**src/rtl/b64d_pkg.sv**
```systemverilog
`timescale 1ns / 1ps
// Shared types and constants for the base64 stream decoder.
// No dependencies; imported by every module of the block.
package b64d_pkg;

  // Depth of the queue between classifier and decode engine
  localparam int unsigned QDepth = 2;
  localparam int unsigned QAw    = 1;

  // Reset value of the output capacity register
  localparam logic [15:0] CapReset = 16'hC000;

  // Completion status codes
  localparam logic [1:0] StOk      = 2'd0;
  localparam logic [1:0] StBadLen  = 2'd1;
  localparam logic [1:0] StTooSmall = 2'd2;
  localparam logic [1:0] StBadChar = 2'd3;

  // One classified character as it waits in the queue
  typedef struct packed {
    logic       last;
    logic       pad;
    logic       bad;
    logic [5:0] val;
  } b64d_sym_t;

  // Queue occupancy seen by both sides
  typedef struct packed {
    logic full;
    logic empty;
  } b64d_qstat_t;

  // One result item held in the output register
  typedef struct packed {
    logic        byte_valid;
    logic [7:0]  data_byte;
    logic        done_res;
    logic [1:0]  status;
    logic [15:0] byte_count;
  } b64d_res_t;

endpackage

```
**src/rtl/b64d_queue.sv**
```systemverilog
`timescale 1ns / 1ps
// Short register queue between the classifier and the decode engine.
// Depends on b64d_pkg for the entry type and depth.
module b64d_queue (
  input  logic                 clk_i,
  input  logic                 rst_ni,
  input  logic                 push_i,
  input  b64d_pkg::b64d_sym_t  wdata_i,
  input  logic                 pop_i,
  output b64d_pkg::b64d_sym_t  rdata_o,
  output b64d_pkg::b64d_qstat_t stat_o
);
  import b64d_pkg::*;

  b64d_sym_t      mem_q [QDepth];
  logic [QAw-1:0] wr_ptr_q, wr_ptr_d;
  logic [QAw-1:0] rd_ptr_q, rd_ptr_d;
  logic [QAw:0]   cnt_q, cnt_d;

  // Advance pointers and occupancy
  always_comb begin
    wr_ptr_d = push_i ? wr_ptr_q + 1'b1 : wr_ptr_q;
    rd_ptr_d = pop_i ? rd_ptr_q + 1'b1 : rd_ptr_q;
    cnt_d    = cnt_q;
    if (push_i && !pop_i) begin
      cnt_d = cnt_q + 1'b1;
    end else if (pop_i && !push_i) begin
      cnt_d = cnt_q - 1'b1;
    end
  end

  always_ff @(posedge clk_i or negedge rst_ni) begin
    if (!rst_ni) begin
      wr_ptr_q <= '0;
      rd_ptr_q <= '0;
      cnt_q    <= '0;
    end else begin
      wr_ptr_q <= wr_ptr_d;
      rd_ptr_q <= rd_ptr_d;
      cnt_q    <= cnt_d;
    end
  end

  // Store the entry on a push
  always_ff @(posedge clk_i) begin
    if (push_i) begin
      mem_q[wr_ptr_q] <= wdata_i;
    end
  end

  assign rdata_o     = mem_q[rd_ptr_q];
  assign stat_o.full  = (cnt_q == (QAw+1)'(QDepth));
  assign stat_o.empty = (cnt_q == '0);

endmodule

```
**src/rtl/b64d_front.sv**
```systemverilog
`timescale 1ns / 1ps
// Input side: accepts characters and classifies them as value, padding or invalid.
// Depends on b64d_pkg; feeds b64d_queue.
module b64d_front (
  input  logic                  s_axis_tvalid_i,
  output logic                  s_axis_tready_o,
  input  logic [7:0]            s_axis_tdata_i,
  input  logic                  s_axis_tlast_i,
  input  b64d_pkg::b64d_qstat_t qstat_i,
  output logic                  push_o,
  output b64d_pkg::b64d_sym_t   entry_o
);
  import b64d_pkg::*;

  localparam logic [7:0] ChUpA  = 8'h41;
  localparam logic [7:0] ChUpZ  = 8'h5A;
  localparam logic [7:0] ChLoA  = 8'h61;
  localparam logic [7:0] ChLoZ  = 8'h7A;
  localparam logic [7:0] ChDig0 = 8'h30;
  localparam logic [7:0] ChDig9 = 8'h39;
  localparam logic [7:0] ChPlus = 8'h2B;
  localparam logic [7:0] ChSlash = 8'h2F;
  localparam logic [7:0] ChPad  = 8'h3D;

  logic [7:0] sym;
  logic [7:0] val8;

  assign sym = s_axis_tdata_i;

  // Map the character to its 6-bit value or a class flag
  always_comb begin
    val8         = '0;
    entry_o.pad  = 1'b0;
    entry_o.bad  = 1'b0;
    if (sym inside {[ChUpA:ChUpZ]}) begin
      val8 = sym - ChUpA;
    end else if (sym inside {[ChLoA:ChLoZ]}) begin
      val8 = sym - ChLoA + 8'd26;
    end else if (sym inside {[ChDig0:ChDig9]}) begin
      val8 = sym - ChDig0 + 8'd52;
    end else if (sym == ChPlus) begin
      val8 = 8'd62;
    end else if (sym == ChSlash) begin
      val8 = 8'd63;
    end else if (sym == ChPad) begin
      entry_o.pad = 1'b1;
    end else begin
      entry_o.bad = 1'b1;
    end
    entry_o.val  = val8[5:0];
    entry_o.last = s_axis_tlast_i;
  end

  // Take a transfer whenever the queue has room
  assign s_axis_tready_o = !qstat_i.full;
  assign push_o          = s_axis_tvalid_i && !qstat_i.full;

endmodule

```
**src/rtl/b64d_back.sv**
```systemverilog
`timescale 1ns / 1ps
// Decode engine: bit accumulator, counters, completion status and output register.
// Depends on b64d_pkg; drains b64d_queue.
module b64d_back #(
  parameter int unsigned MaxChars = 65536,
  parameter int unsigned Cw       = 17
) (
  input  logic                  clk_i,
  input  logic                  rst_ni,
  input  logic                  cfg_we_i,
  input  logic [15:0]           cfg_wdata_i,
  input  b64d_pkg::b64d_qstat_t qstat_i,
  input  b64d_pkg::b64d_sym_t   entry_i,
  output logic                  pop_o,
  output logic                  out_valid_o,
  input  logic                  out_ready_i,
  output b64d_pkg::b64d_res_t   res_o
);
  import b64d_pkg::*;

  localparam int unsigned Nw = (Cw + 1 > 17) ? Cw + 1 : 17;

  logic [15:0]   cap_q;
  logic [11:0]   acc_q, acc_d;
  logic [2:0]    pend_q, pend_d;
  logic [Cw-1:0] cc_q, cc_d;
  logic          prev_pad_q, prev_pad_d;
  logic          bad_seen_q, bad_seen_d;
  logic [15:0]   bw_q, bw_d;
  logic          out_valid_q, out_valid_d;
  b64d_res_t     res_q, res_d;

  logic [3:0]    pend6;
  logic [11:0]   acc_sh;
  logic [Cw-1:0] total;
  logic [1:0]    pad_cnt;
  logic [Nw-1:0] quar;
  logic [Nw-1:0] need;

  // Pop whenever the output register is free or being emptied
  assign pop_o = !qstat_i.empty && (!out_valid_q || out_ready_i);

  // Per-character update of the stream state
  always_comb begin
    acc_d      = acc_q;
    pend_d     = pend_q;
    bad_seen_d = bad_seen_q;
    bw_d       = bw_q;
    res_d      = '0;
    pend6      = {1'b0, pend_q} + 4'd6;
    acc_sh     = '0;

    cc_d  = (cc_q <= Cw'(MaxChars)) ? cc_q + 1'b1 : cc_q;
    total = cc_d;

    if (entry_i.bad) begin
      bad_seen_d = 1'b1;
    end else if (!entry_i.pad && !bad_seen_q) begin
      acc_d = {acc_q[5:0], entry_i.val};
      if (pend6 >= 4'd8) begin
        pend_d = 3'(pend6 - 4'd8);
        if (bw_q < cap_q) begin
          acc_sh           = acc_d >> pend_d;
          res_d.data_byte  = acc_sh[7:0];
          res_d.byte_valid = 1'b1;
          bw_d             = bw_q + 1'b1;
        end
      end else begin
        pend_d = pend6[2:0];
      end
    end

    // Padded decoded size from the total length
    pad_cnt = {1'b0, entry_i.pad} + {1'b0, prev_pad_q};
    quar    = Nw'(total >> 2);
    need    = quar + (quar << 1) - Nw'(pad_cnt);

    prev_pad_d = entry_i.pad;

    // Close the string: status by priority, then clear
    if (entry_i.last) begin
      res_d.done_res = 1'b1;
      if (total < Cw'(4) || total[1:0] != 2'b00 || total > Cw'(MaxChars)) begin
        res_d.status = StBadLen;
      end else if (Nw'(cap_q) < need) begin
        res_d.status     = StTooSmall;
        res_d.byte_count = (need > Nw'(16'hFFFF)) ? 16'hFFFF : need[15:0];
      end else if (bad_seen_d) begin
        res_d.status = StBadChar;
      end else begin
        res_d.status     = StOk;
        res_d.byte_count = bw_d;
      end
      acc_d      = '0;
      pend_d     = '0;
      cc_d       = '0;
      prev_pad_d = 1'b0;
      bad_seen_d = 1'b0;
      bw_d       = '0;
    end
  end

  // Hold a result until it is taken
  always_comb begin
    if (pop_o) begin
      out_valid_d = 1'b1;
    end else if (out_ready_i) begin
      out_valid_d = 1'b0;
    end else begin
      out_valid_d = out_valid_q;
    end
  end

  always_ff @(posedge clk_i or negedge rst_ni) begin
    if (!rst_ni) begin
      cap_q       <= CapReset;
      acc_q       <= '0;
      pend_q      <= '0;
      cc_q        <= '0;
      prev_pad_q  <= 1'b0;
      bad_seen_q  <= 1'b0;
      bw_q        <= '0;
      out_valid_q <= 1'b0;
    end else begin
      if (cfg_we_i) begin
        cap_q <= cfg_wdata_i;
      end
      if (pop_o) begin
        acc_q      <= acc_d;
        pend_q     <= pend_d;
        cc_q       <= cc_d;
        prev_pad_q <= prev_pad_d;
        bad_seen_q <= bad_seen_d;
        bw_q       <= bw_d;
      end
      out_valid_q <= out_valid_d;
    end
  end

  // Output payload register
  always_ff @(posedge clk_i) begin
    if (pop_o) begin
      res_q <= res_d;
    end
  end

  assign out_valid_o = out_valid_q;
  assign res_o       = res_q;

endmodule

```
**src/rtl/base64_stream_decoder_top.sv**
```systemverilog
`timescale 1ns / 1ps
// Top level of the base64 stream decoder: classifier, queue and decode engine.
// Depends on b64d_pkg, b64d_front, b64d_queue and b64d_back.

// Decodes one base64 character per clock while the output is not stalled,
// giving exactly one result per character. A character is taken into a
// two-entry queue and, once the output register is free or being emptied,
// is decoded from the queue into the output register that offers the result;
// the combinational update of the bit accumulator, counters and end-of-string
// status in the decode engine sets the rate of one character per clock. The
// queue and the output register let either side stall without losing
// transfers. The result with tlast set carries the status and count; the
// consumer discards the bytes of a string whose status is non-zero. Write
// the capacity register only while idle.
module base64_stream_decoder_top #(
  parameter int unsigned MAX_INPUT_CHARS = 65536
) (
  input  logic        clk_i,
  input  logic        rst_ni,
  input  logic        cfg_we_i,
  input  logic [15:0] cfg_wdata_i,     // output_capacity
  input  logic        s_axis_tvalid,
  output logic        s_axis_tready,
  input  logic [7:0]  s_axis_tdata,    // [7:0] symbol
  input  logic        s_axis_tlast,    // is_last
  output logic        m_axis_tvalid,
  input  logic        m_axis_tready,
  output logic [31:0] m_axis_tdata,    // [7:0] data_byte, [9:8] status, [25:10] byte_count
  output logic        m_axis_tlast,    // done_res
  output logic        m_axis_tuser     // byte_valid
);
  import b64d_pkg::*;

  localparam int unsigned CharW = $clog2(MAX_INPUT_CHARS + 2);

  b64d_qstat_t qstat;
  b64d_sym_t   q_wdata, q_rdata;
  logic        push, pop;
  b64d_res_t   res;

  b64d_front u_front (
    .s_axis_tvalid_i (s_axis_tvalid),
    .s_axis_tready_o (s_axis_tready),
    .s_axis_tdata_i  (s_axis_tdata),
    .s_axis_tlast_i  (s_axis_tlast),
    .qstat_i         (qstat),
    .push_o          (push),
    .entry_o         (q_wdata)
  );

  b64d_queue u_queue (
    .clk_i   (clk_i),
    .rst_ni  (rst_ni),
    .push_i  (push),
    .wdata_i (q_wdata),
    .pop_i   (pop),
    .rdata_o (q_rdata),
    .stat_o  (qstat)
  );

  b64d_back #(
    .MaxChars (MAX_INPUT_CHARS),
    .Cw       (CharW)
  ) u_back (
    .clk_i       (clk_i),
    .rst_ni      (rst_ni),
    .cfg_we_i    (cfg_we_i),
    .cfg_wdata_i (cfg_wdata_i),
    .qstat_i     (qstat),
    .entry_i     (q_rdata),
    .pop_o       (pop),
    .out_valid_o (m_axis_tvalid),
    .out_ready_i (m_axis_tready),
    .res_o       (res)
  );

  // Pack the result item
  assign m_axis_tdata = {6'b0, res.byte_count, res.status, res.data_byte};
  assign m_axis_tlast = res.done_res;
  assign m_axis_tuser = res.byte_valid;

`ifndef SYNTHESIS
  // Input back-pressure only follows an output stall
  a_stall_cause : assert property (@(posedge clk_i) disable iff (!rst_ni)
    !s_axis_tready |-> $past(m_axis_tvalid && !m_axis_tready))
    else $error("input stalled without an output stall");

  // Status and count stay clear away from the end of a string
  a_mid_clear : assert property (@(posedge clk_i) disable iff (!rst_ni)
    m_axis_tvalid && !m_axis_tlast |-> m_axis_tdata[25:8] == 18'd0)
    else $error("status or count set before the last character");

  // Only an ok or too-small status carries a count
  a_err_count : assert property (@(posedge clk_i) disable iff (!rst_ni)
    m_axis_tvalid && m_axis_tlast &&
    (m_axis_tdata[9:8] == StBadLen || m_axis_tdata[9:8] == StBadChar)
    |-> m_axis_tdata[25:10] == 16'd0)
    else $error("count reported with an error status");
`endif

endmodule
```
**config.mk**
```make
export PLATFORM = sky130hd
export DESIGN_NAME = base64_stream_decoder_top
export DESIGN_NICKNAME = d
export VERILOG_FILES = /design/src/rtl/b64d_pkg.sv /design/src/rtl/b64d_queue.sv /design/src/rtl/b64d_front.sv /design/src/rtl/b64d_back.sv /design/src/rtl/base64_stream_decoder_top.sv
export SDC_FILE = /design/constraint.sdc
export NUM_CORES = 1
export LEC_CHECK = 0
export BUFFER_PORTS_ARGS = -buffer_cell sky130_fd_sc_hd__buf_2
export CORE_MARGIN = 5
export CORE_UTILIZATION = 45
export DETAILED_ROUTE_END_ITERATION = 8
export PLACE_DENSITY = 0.61
export RECOVER_POWER = 100
export SLEW_MARGIN = 10
export SYNTH_ARGS = -nofsm -noshare
export SYNTH_HDL_FRONTEND = slang
export SYNTH_HIERARCHICAL = 1
export SYNTH_SLANG_ARGS = --single-unit
export TNS_END_PERCENT = 5
```
**constraint.sdc**
```tcl
create_clock -name clk_i -period 7.3 [get_ports clk_i]
set_input_delay 0.73 -clock clk_i [delete_from_list [all_inputs] [get_ports clk_i]]
set_output_delay 0.73 -clock clk_i [all_outputs]
set_load 0.05 [all_outputs]
```
==> summary.md, run 1 <==
| Metric | Value |
|---|---|
| Status | `complete, but fails checks` |
| Failing checks | `capacitance limit, slew limit` |
| Final #Nets | `1,040` |
| Initial antenna violation count | `0` |
| Post-Syn Area | `approximately 0.0083 mm2` |
| GP Congestion | `0.897` |
| Min-delay worst type | `register to register` |
| Vias per Instance | `around 5.6` |
| CTS buffer count | `9` |
| DRC violations left | `0` |
| CTS root buffer | `clkbuf_16` |
| TritonCTS clock tree | `yes` |
| Cell internal pwr | `1.65 mW` |
| Switching share of power | `a little under half` |
| Hold-fix buffers, CTS | `0` |
| Hold Path Depth | `2` |
| Initial Util | `45.9%` |
| Pleak | `3.84 nW` |
| DIE AREA | `0.0213 mm2` |
| R2R depth | `26` |
| Congestion Overflow GR | `0` |
| Startpoint types | `register` |
| Yosys reg bits | `110` |
| Largest net degree at the start of global routing | `65` |
| Final Max Slew Viols | `142` |
| Via count | `6,492` |
| Cells after Synth | `892` |
| Final Hold Vio Count | `0` |
| Sum Neg Setup Slack | `0 ns` |
| Drt first-iter violations | `342` |
| Final setup margin | `around 0.72 ns` |
| Crit path DAT | `around 6.8 ns` |
| Psw | `between 1 and 1.5 mW` |
| Cell Count, Final, Fillers Out | `between 1,000 and 1,500` |
| Maxcap violations | `4` |
| Seq pwr share | `30.0%` |
| Post CTS Setup Buffer Count | `0` |
| Clk slew on worst S/H paths | `0.08 ns` |
| Pwr Density | `348 mW/mm2` |
| Commonest non-fill, non-tap cell in the layout | `ha_1` |
| Crit path capture type | `register` |
| Multi-input logic area | `0.00476 mm2` |
| Final Instance Area | `0.00887 mm2` |
| WL final | `19.6 mm` |
| Clock network fraction of design power | `16.3%` |
| Vias in the first global route | `6,173` |
| Hold EP | `u_back/pend_q[2]` |
| Hold path start | `u_back/pend_q[2]` |
| CTS max path bufs | `2` |
| Fin crit period | `6.58 ns` |
| Total power draw | `3.09 mW` |
| Layout cell share with drive strength beyond 1 | `7.78%` |
| Post-CTS Resized | `0` |
| Clock Latency Late Sink | `between 0.3 and 0.4 ns` |
| Worst slew pin tran | `3.57 ns` |
| Dpl cells | `1,138` |
| Max-slew headroom | `-138%` |
| Fillers | `1,742` |
| Crit share post-route | `90.2%` |
| Yosys warns | `6` |
| Die width | `146 um` |
| Post-DP Area | `about 0.0087 mm2` |
| P&R area growth vs syn | `6.87%` |
| Max Fclk | `about 150 MHz` |
| Final Skew | `slightly above 0.009 ns` |
| Clk sinks | `110` |
| Number of flops mapped to enable cells by yosys | `46` |
| Worst slack, placed | `between 0.8 and 0.9 ns` |
| First drt pass iteration count | `4` |
| R2R setup slack | `0.72 ns` |
| Worst r2r src | `u_back/cc_q[0]` |
| Synth unique cells | `79` |
| FF+latch area | `between 0.002 and 0.003 mm2` |
| Crit path required time | `7.49 ns` |
| Post-route ant nets | `0` |
| I/O Pins | `66` |
| GRT Total Usage | `18.8%` |
| Commonest non-fill, non-tap cells in the layout | `ha_1, nand2_1, inv_1` |
| Synth async-reset ratio | `58.2%` |
| H-tree depth | `3` |
| Maximum fanout along the worst path | `19` |
| Num rows | `49` |
| Endpoints failing setup | `0` |
| Peak supply drop | `0.000205 V` |
| R2r endpoint | `u_back/res_o[9]` |
| Kind of critical path | `register to register` |
| First-pass GRT wire length | `about 33 mm` |
| Diode count | `0` |
| Die H | `roughly 150 um` |
| Combinational power share | `53.7%` |
| RSZ-0062 raised after global routing | `false` |
| Routed wire length per instance | `between 15 and 20 um` |
| Seq/Total Area, Yosys | `36.0%` |
| Core area | `0.0181 mm2` |
| Dpl hpwl | `14.7 mm` |
| Avg Cell Area, Syn | `9.31 um2` |
| Port Buffer Count | `59` |
| Dominant synthesized flop cell | `dfrtp_1` |
## routing by layer
| layer | up-vias | GRT usage (%) | wire (um) |
|---|---|---|---|
| li1 | 3269 | - | - |
| met4 | 0 | 5.22 | 394 |
| met5 | - | 0 | 0 |
| met3 | 26 | 3.55 | 708 |
| met1 | 3071 | 25.4 | 9210 |
| met2 | 126 | 30.8 | 9320 |
## synthesized netlist by cell type, drive strengths merged, types with 3 or more instances
| library cell | n | share of area, % |
|---|---|---|
| a41o | 3 | 0.36 |
| a22oi | 3 | 0.27 |
| nor3 | 16 | 1.0 |
| nand3 | 27 | 1.7 |
| nand4 | 19 | 1.4 |
| and2 | 14 | 1.1 |
| clkbuf | 31 | 1.4 |
| o21ai | 69 | 4.2 |
| a2111oi | 7 | 1.2 |
| xor2 | 21 | 2.2 |
| mux2i | 11 | 1.3 |
| or3 | 5 | 0.38 |
| and4 | 4 | 0.42 |
| or2 | 4 | 0.30 |
| a41oi | 3 | 0.32 |
| a221oi | 4 | 0.42 |
| ha | 88 | 13 |
| nand3b | 3 | 0.27 |
| o22ai | 3 | 0.23 |
| xnor2 | 18 | 1.9 |
| o31ai | 10 | 0.90 |
| a21oi | 38 | 2.3 |
| and3 | 9 | 0.68 |
| inv | 72 | 3.3 |
| nor2b | 9 | 0.68 |
| o31a | 5 | 0.53 |
| buf | 19 | 1.6 |
| a211o | 3 | 0.32 |
| a211oi | 9 | 0.93 |
| nand2b | 26 | 2.0 |
| o211ai | 6 | 0.71 |
| a21o | 11 | 0.99 |
| dfrtp | 62 | 19 |
| nor4 | 11 | 1.2 |
| a31oi | 20 | 1.5 |
| nand2 | 86 | 3.9 |
| mux2 | 12 | 1.6 |
| nor2 | 46 | 2.1 |
| mux4 | 6 | 1.6 |
| edfxtp | 46 | 17 |
## per-stage QoR
step	utilization, %	hold WS [ns]
2_1_floorplan	-	0.434
3_3_place_gp	48.0	0.464
3_5_place_dp	48.0	0.467
4_1_cts	49.7	0.484
5_1_grt	49.1	0.501
6_report	49.1	0.481
## critical path, cell delays in order, from the launching register on
cell and delay [ns]:
dfrtp_1 0.44, inv_1 0.11, ha_1 0.14, nor4b_1 0.23, a41o_1 0.44, and2_0 0.32, xnor2_1 0.17, inv_1 0.12
fa_1 0.37, inv_1 0.06, ha_1 0.13, inv_1 0.04, ha_1 0.35, and4_1 0.23, a21oi_1 0.26, a21oi_1 0.12
o31a_1 0.27, o21ai_0 0.21, o31ai_1 0.13, ha_1 0.33, nand4_1 0.11, nor2_1 0.06, a2111oi_0 0.44, o2111ai_1 0.27
nand2_1 0.57, o311ai_0 0.26, a31oi_1 0.20
## kinds of logic after synthesis
| group | synth area share [%] |
|---|---|
| other cells | 0.0452 |
| mux | 4.58 |
| compound gates | 17.1 |
| flops | 36.0 |
| fa+ha+maj | 13.7 |
| buf+inv | 6.28 |
| xor+xnor | 4.11 |
| simple gates | 18.2 |
## power groups by stage
stage | Sequential [mW] | Clock (mW) | Combinational, mW
floorplan | 1.09 | 0 | 1.16
CTS | 0.922 | 0.521 | 1.69
finish | 0.926 | 0.504 | 1.66
detailed placement | 0.934 | 0 | 1.68
global placement | 0.932 | 0 | 1.66
global route | 0.947 | 0.543 | 1.85
## cell type report
| class | count | share of cell area (%) |
|---|---|---|
| multi-input cells | 665 | 53.7 |
| inverters | 72 | 3.05 |
| flip-flops and latches | 110 | 33.6 |
| clock inverters | 4 | 0.423 |
| clock buffers | 12 | 3.02 |
| repair buffers | 62 | 2.98 |
| well taps | 229 | 3.23 |
## worst max path at each step
stage,startpoint,to,slack [ns]
global route,u_back/cc_q[0],u_back/res_o[9],0.06
finish,u_back/cc_q[0],u_back/res_o[9],0.72
global placement,u_back/cc_q[0],u_back/res_o[9],1.06
detailed placement,u_back/cc_q[0],u_back/res_o[9],0.85
CTS,u_back/cc_q[0],u_back/res_o[9],0.80
floorplan,u_back/cc_q[0],u_back/res_o[16],1.74
## flip-flops by register name (all words and copies together), names as in the netlist, 2 cells and up
name,flops
u_back/acc_q,6
u_back/pend_q,2
u_back/cc_q,17
u_queue/mem_q,18
u_queue/cnt_q,2
u_back/bw_q,16
u_back/cap_q,16
u_back/res_o,28
No activity file was read; power rests on OpenSTA's default activity.
==> inputs of run 2 (changes only) <==
Settings changed: BUFFER_PORTS_ARGS -buffer_cell sky130_fd_sc_hd__buf_2 to default, CORE_UTILIZATION 45 to 40, DONT_BUFFER_PORTS from default to 1, PLACE_DENSITY 0.61 to 0.52.
==> summary.md, run 2 (synthesis results as in run 1) <==
| Metric | Value |
|---|---|
| GP Congestion | `0.875` |
| Clk slew on worst S/H paths | `0.08 ns` |
| Kind of critical path | `register to register` |
| Final #Nets | `~980` |
| First drt pass iteration count | `5` |
| Dpl hpwl | `15.5 mm` |
| Routed wire length per instance | `around 18 um` |
| Fillers | `1,983` |
| Worst path slowest cell | `and2_1` |
| R2R depth | `26` |
| DIE AREA | `0.0237 mm2` |
| WP depth | `26` |
| Initial Util | `40.8%` |
| Vias per Instance | `5.57` |
| Clock Latency Late Sink | `0.36 ns` |
| RSZ-0062 raised after global routing | `false` |
| Status | `complete, but fails checks` |
| Num rows | `52` |
| Via count | `6,329` |
| Max-slew headroom | `-40.5%` |
| Final setup margin | `between 0.9 and 1 ns` |
| Final Instance Area | `0.00867 mm2` |
| Peak supply drop | `0.000188 V` |
| Commonest non-fill, non-tap cell in the layout | `ha_1` |
| Max Fclk | `156 MHz` |
| Die H | `roughly 150 um` |
| Failing checks | `capacitance limit, slew limit` |
| Post-DP Area | `between 0.008 and 0.009 mm2` |
| Drt first-iter violations | `between 400 and 500` |
| Layout cell share with drive strength beyond 1 | `under 10%` |
| Worst slew pin tran | `2.11 ns` |
| Delay of the slowest critical-path stage | `0.45 ns` |
| Max FFs per register | `28` |
| I/O Pins | `between 60 and 70` |
| Fin crit period | `roughly 6.4 ns` |
| H-tree depth | `3` |
| TritonCTS clock tree | `yes` |
| CTS max path bufs | `2` |
| Final Skew | `0.0166 ns` |
| Crit path required time | `7.38 ns` |
| Pleak | `approximately 3.7 nW` |
| Clk sinks | `110` |
| Commonest non-fill, non-tap cells in the layout | `ha_1, nand2_1, inv_1` |
| P&R area growth vs syn | `4.37%` |
| Congestion Overflow GR | `0` |
| Initial antenna violation count | `0` |
| Crit share post-route | `87.6%` |
| Cell family with most CP delay | `compound AO/OA/AOI/OAI gates` |
| End of the critical path | `u_back/res_o[15]` |
| CTS buffer count | `9` |
| Crit path from | `u_back/cc_q[0]` |
| Hold slack | `0.0597 ns` |
| Final Hold Vio Count | `0` |
| Post CTS Setup Buffer Count | `0` |
| Diode count | `0` |
| R2R setup slack | `0.90 ns` |
| Crit path DAT | `6.48 ns` |
| Largest net degree at the start of global routing | `65` |
| Crit path capture type | `register` |
| GRT Total Usage | `17.2%` |
| Crit path buffers/inverters | `4` |
| Final Max Slew Viols | `74` |
| Hold-fix buffers, CTS | `0` |
| CTS root buffer | `clkbuf_16` |
| Worst slack, placed | `roughly 0.85 ns` |
| Pwr Density | `350 mW/mm2` |
| Vias in the first global route | `slightly below 6,000` |
| Port Buffer Count | `0` |
| Maximum fanout along the worst path | `17` |
| Startpoint types | `register` |
| Die width | `154 um` |
| Worst r2r src | `u_back/cc_q[0]` |
| Sum Neg Setup Slack | `0 ns` |
| Endpoints failing setup | `0` |
| Core area | `0.0204 mm2` |
| First-pass GRT wire length | `32.7 mm` |
| Maxcap violations | `2` |
| Min-delay worst type | `input pin to asynchronous set/reset pin` |
| Total power draw | `3.03 mW` |
| WL final | `around 21 mm` |
| R2r endpoint | `u_back/res_o[15]` |
| Post-route ant nets | `0` |
| DRC violations left | `0` |
==> run 2: worst min-delay path by stage <==
stage          slack (ns)          endpoint
5_1_grt              0.04  u_back/cap_q[13]
4_1_cts              0.04   u_back/cc_q[14]
3_5_place_dp         0.44  u_back/cap_q[13]
2_1_floorplan        0.43   u_back/acc_q[0]
6_report             0.06  u_back/cap_q[13]
3_3_place_gp         0.44  u_back/cap_q[10]
==> run 2: what timing repair did <==
action,CTS,global route
gates resized for setup,0,1
endpoints found under the hold margin,0,0
setup endpoints to repair,0,1
==> run 2: worst reg2reg max path, stage by stage (launching register included) <==
cell and delay, ns:
dfrtp_1 0.44, inv_1 0.10, ha_1 0.14, nor4b_1 0.22
a41o_1 0.44, and2_0 0.34, xnor2_1 0.18, inv_1 0.13
fa_1 0.37, inv_1 0.06, ha_1 0.12, inv_1 0.04
ha_1 0.36, and4_1 0.23, a21oi_1 0.24, a21oi_1 0.12
o31a_1 0.28, o21ai_0 0.21, o31ai_1 0.11, ha_1 0.32
nand4_1 0.10, nor2_1 0.06, a2111oi_0 0.42, o2111ai_1 0.29
and2_1 0.45, o211ai_1 0.23, a41oi_1 0.14
==> run 2: cell type report <==
type                    instances  area, um2  share of cell area, %
clock buffers                  10        239                   2.76
clock inverters                 6       50.0                  0.578
inverters                      72        270                   3.12
multi-input cells             665       4770                   55.0
flip-flops and latches        110       2990                   34.4
well taps                     270        338                   3.90
repair buffers                  3       15.0                  0.173
==> run 2: where the power goes <==
part / switching [mW] / total [mW] / leakage [nW] / internal, mW
combinational: 0.858 / 1.40 / 2.26 / 0.544
sequential: 0.314 / 1.14 / 1.28 / 0.822
clock: 0.246 / 0.493 / 0.147 / 0.248
==> run 2: per-layer routing <==
metal  GRT usage, %  up-vias  routed length [um]
met5              0        -                   0
met4           5.30        0                 533
met3           3.68       26                1000
met2           27.1      172                9430
met1           23.6     2982                9590
li1               -     3149                   -
==> run 2: metrics by stage <==
stage	cells	util [%]
after global placement	1120	41.4
final	1136	42.6
after floorplan	897	-
after CTS	1136	42.8
after global routing	1136	42.6
after detailed placement	1120	41.4
==> inputs of run 3 (changes only) <==
--- a/config.mk
+++ b/config.mk
@@ -12,8 +12,8 @@
 export PLACE_DENSITY = 0.52
 export RECOVER_POWER = 100
+export REMOVE_ABC_BUFFERS = 1
 export SLEW_MARGIN = 10
 export SYNTH_ARGS = -nofsm -noshare
 export SYNTH_HDL_FRONTEND = slang
-export SYNTH_HIERARCHICAL = 1
 export SYNTH_SLANG_ARGS = --single-unit
 export TNS_END_PERCENT = 5
==> constraint.sdc (replaced) <==
create_clock -name clk_i -period 7.3 [get_ports clk_i]
set_input_delay 0.73 -clock clk_i [delete_from_list [all_inputs] [get_ports clk_i]]
set_output_delay 0.73 -clock clk_i [all_outputs]
set_load 0.1 [all_outputs]
==> summary.md, run 3 <==
| Metric | Value |
|---|---|
| Synth async-reset ratio | `58.2%` |
| Vias in the first global route | `6,470` |
| R2r endpoint | `u_back.res_o[10]` |
| Crit path capture type | `register` |
| CTS root buffer | `clkbuf_16` |
| Cell Count, Final, Fillers Out | `approximately 1,200` |
| Yosys top cell area share | `between 10% and 20%` |
| R2R setup slack | `0.66 ns` |
| Top post-synthesis cells by area | `dfrtp_1, edfxtp_1, ha_1` |
| Core area | `~0.020 mm2` |
| WL final | `22.3 mm` |
| Failing checks | `capacitance limit, slew limit` |
| Max Fclk | `151 MHz` |
| Vias per Instance | `5.66` |
| Port Buffer Count | `0` |
| Max FFs per register | `28` |
| Clock Latency Late Sink | `about 0.36 ns` |
| End of the critical path | `u_back.res_o[10]` |
| Crit path required time | `7.43 ns` |
| Routed wire length per instance | `19.2 um` |
| Crit path from | `u_back.cc_q[1]` |
| Commonest non-fill, non-tap cells in the layout | `nand2_1, o21ai_0, ha_1` |
| Cells after Synth | `911` |
| Pwr Density | `349 mW/mm2` |
| Post-Syn Area | `a little over 0.008 mm2` |
| Seq/Total Area, Yosys | `a little over a third` |
| GR peak layer | `met2` |
| Status | `complete, but fails checks` |
| Number of flops mapped to enable cells by yosys | `46` |
| Yosys reg bits | `110` |
| Worst slew pin tran | `approximately 2.5 ns` |
| Yosys top cell by area | `dfrtp_1` |
| Initial antenna violation count | `0` |
| First-pass GRT wire length | `between 30 and 40 mm` |
| Dpl hpwl | `16.6 mm` |
| CTS max path bufs | `2` |
| H-tree depth | `3` |
| GP Congestion | `0.881` |
| Fin crit period | `6.64 ns` |
| Clk sinks | `110` |
| Crit share post-route | `91.0%` |
| I/O Pins | `66` |
| Max-slew headroom | `-66.0%` |
| Dominant synthesized flop cell | `dfrtp_1` |
| Num rows | `52` |
| Global Route met2 Usage | `30.5%` |
| Worst r2r src | `u_back.cc_q[1]` |
| Initial Util | `between 40% and 50%` |
| Via count | `6,584` |
| Commonest non-fill, non-tap cell in the layout | `nand2_1` |
| Yosys warns | `0` |
| Final Skew | `0.00985 ns` |
| CTS buffer count | `9` |
| Cell with the most instances after synthesis | `nand2_1` |
| Clk slew on worst S/H paths | `0.09 ns` |
| Avg Cell Area, Syn | `9.09 um2` |
| Fillers | `2,065` |
| DIE AREA | `roughly 0.024 mm2` |
| Top cells by count, synth | `nand2_1, o21ai_0, ha_1` |
| Diode count | `0` |
| Kind of critical path | `register to register` |
| DRC violations left | `0` |
| Synth unique cells | `87` |
| Congestion Overflow GR | `0` |
| Crit path DAT | `just under 7 ns` |
| Hold-fix buffers, CTS | `0` |
| Maxcap violations | `3` |
| Sum Neg Setup Slack | `0 ns` |
| Layout cell share with drive strength beyond 1 | `5.82%` |
| Post CTS Setup Buffer Count | `0` |
| Pleak | `3.68 nW` |
| Endpoints failing setup | `0` |
| Final #Nets | `989` |
| TritonCTS clock tree | `yes` |
| Maximum fanout along the worst path | `13` |
| Min-delay worst type | `input pin to asynchronous set/reset pin` |
| Die width | `154 um` |
| R2R depth | `26` |
| Post-route ant nets | `0` |
| Die H | `approximately 150 um` |
| Largest net degree at the start of global routing | `65` |
| RSZ-0062 raised after global routing | `false` |
| First drt pass iteration count | `5` |
| Startpoint types | `register` |
| Peak supply drop | `0.000154 V` |
| P&R area growth vs syn | `5.47%` |
| Met1 Track Usage GR | `26.5%` |
| Drt first-iter violations | `398` |
| Final Hold Vio Count | `0` |
| Dpl cells | `roughly 1,100` |
| GRT Total Usage | `about a fifth` |
| Met3 Use GR | `3.99%` |
| Final Max Slew Viols | `76` |
[run 3: routing by layer]
| layer | routed length [um] | vias up |
|---|---|---|
| met5 | 0 | - |
| met4 | 229 | 0 |
| met3 | 950 | 14 |
| met2 | 10200 | 115 |
| met1 | 10900 | 3175 |
| li1 | - | 3280 |
[run 3: critical path, stage by stage, from the launching register on]
cell      delay (ns)
dfrtp_1         0.53
ha_1            0.39
nand2_1         0.16
nor3_1          0.24
and3_1          0.25
xor2_1          0.22
inv_1           0.09
ha_1            0.40
and2_1          0.27
nand2_1         0.09
or4b_4          0.57
and3_1          0.22
o31ai_1         0.10
nand2_1         0.18
nor2_1          0.21
o32ai_1         0.12
a221o_1         0.28
xnor2_1         0.20
ha_1            0.28
a211oi_1        0.24
a31oi_1         0.14
a211oi_2        0.29
a21o_1          0.19
o221ai_1        0.10
buf_4           0.20
or3_1           0.31
o311ai_0        0.13
[run 3: repair_timing]
action                                 in CTS  in global routing
endpoints found under the hold margin       0                  0
gates resized for setup                     0                  4
setup endpoints to repair                   0                 15
[run 3: worst min-delay path by stage]
| stage | startpoint | to | depth (start not counted) |
|---|---|---|---|
| finish | rst_ni | u_back.cc_q[0] | 0 |
| global route | rst_ni | u_back.cc_q[0] | 0 |
| CTS | rst_ni | u_back.out_valid_o | 0 |
| detailed placement | rst_ni | u_back.cc_q[12] | 0 |
| global placement | rst_ni | u_back.cc_q[12] | 0 |
| floorplan | rst_ni | u_back.acc_q[0] | 0 |
[run 3: cell families after synthesis]
family          after synthesis  share of synthesized area, %
compound gates              262                          21.5
xor+xnor                     60                          6.51
fa+ha+maj                    71                          10.8
buf+inv                     108                          5.83
flops                       110                          36.0
mux                          13                          1.66
other cells                   1                        0.0453
simple gates                286                          17.6
[run 3: where the power goes]
part | total, mW | internal (mW) | switching, mW
clock network | 0.528 | 0.250 | 0.278
logic | 1.17 | 0.433 | 0.734
registers | 1.35 | 0.820 | 0.533
[run 3: through the flow]
step                hold slack (ns)  util [%]  power, mW  cell area [um2]  worst slack, ns
global route                 0.0296      43.0       3.26             8740           0.0312
global placement              0.438      41.7       2.54             8460            0.477
detailed placement            0.439      41.7       2.55             8460            0.337
CTS                          0.0403      43.3       3.08             8780            0.283
floorplan                     0.434         -       2.17             8030            0.777
finish                       0.0507      43.0       3.05             8740            0.657
[run 3: layout make-up]
| cell class | instances | area [um2] | area share, % |
|---|---|---|---|
| clock buffer | 9 | 225 | 2.58 |
| clock inverter | 7 | 91.3 | 1.05 |
| inverter | 57 | 214 | 2.45 |
| multi-input combinational | 698 | 4800 | 55.0 |
| sequential | 110 | 2990 | 34.2 |
| tap | 270 | 338 | 3.87 |
| timing repair buffer | 12 | 78.8 | 0.902 |
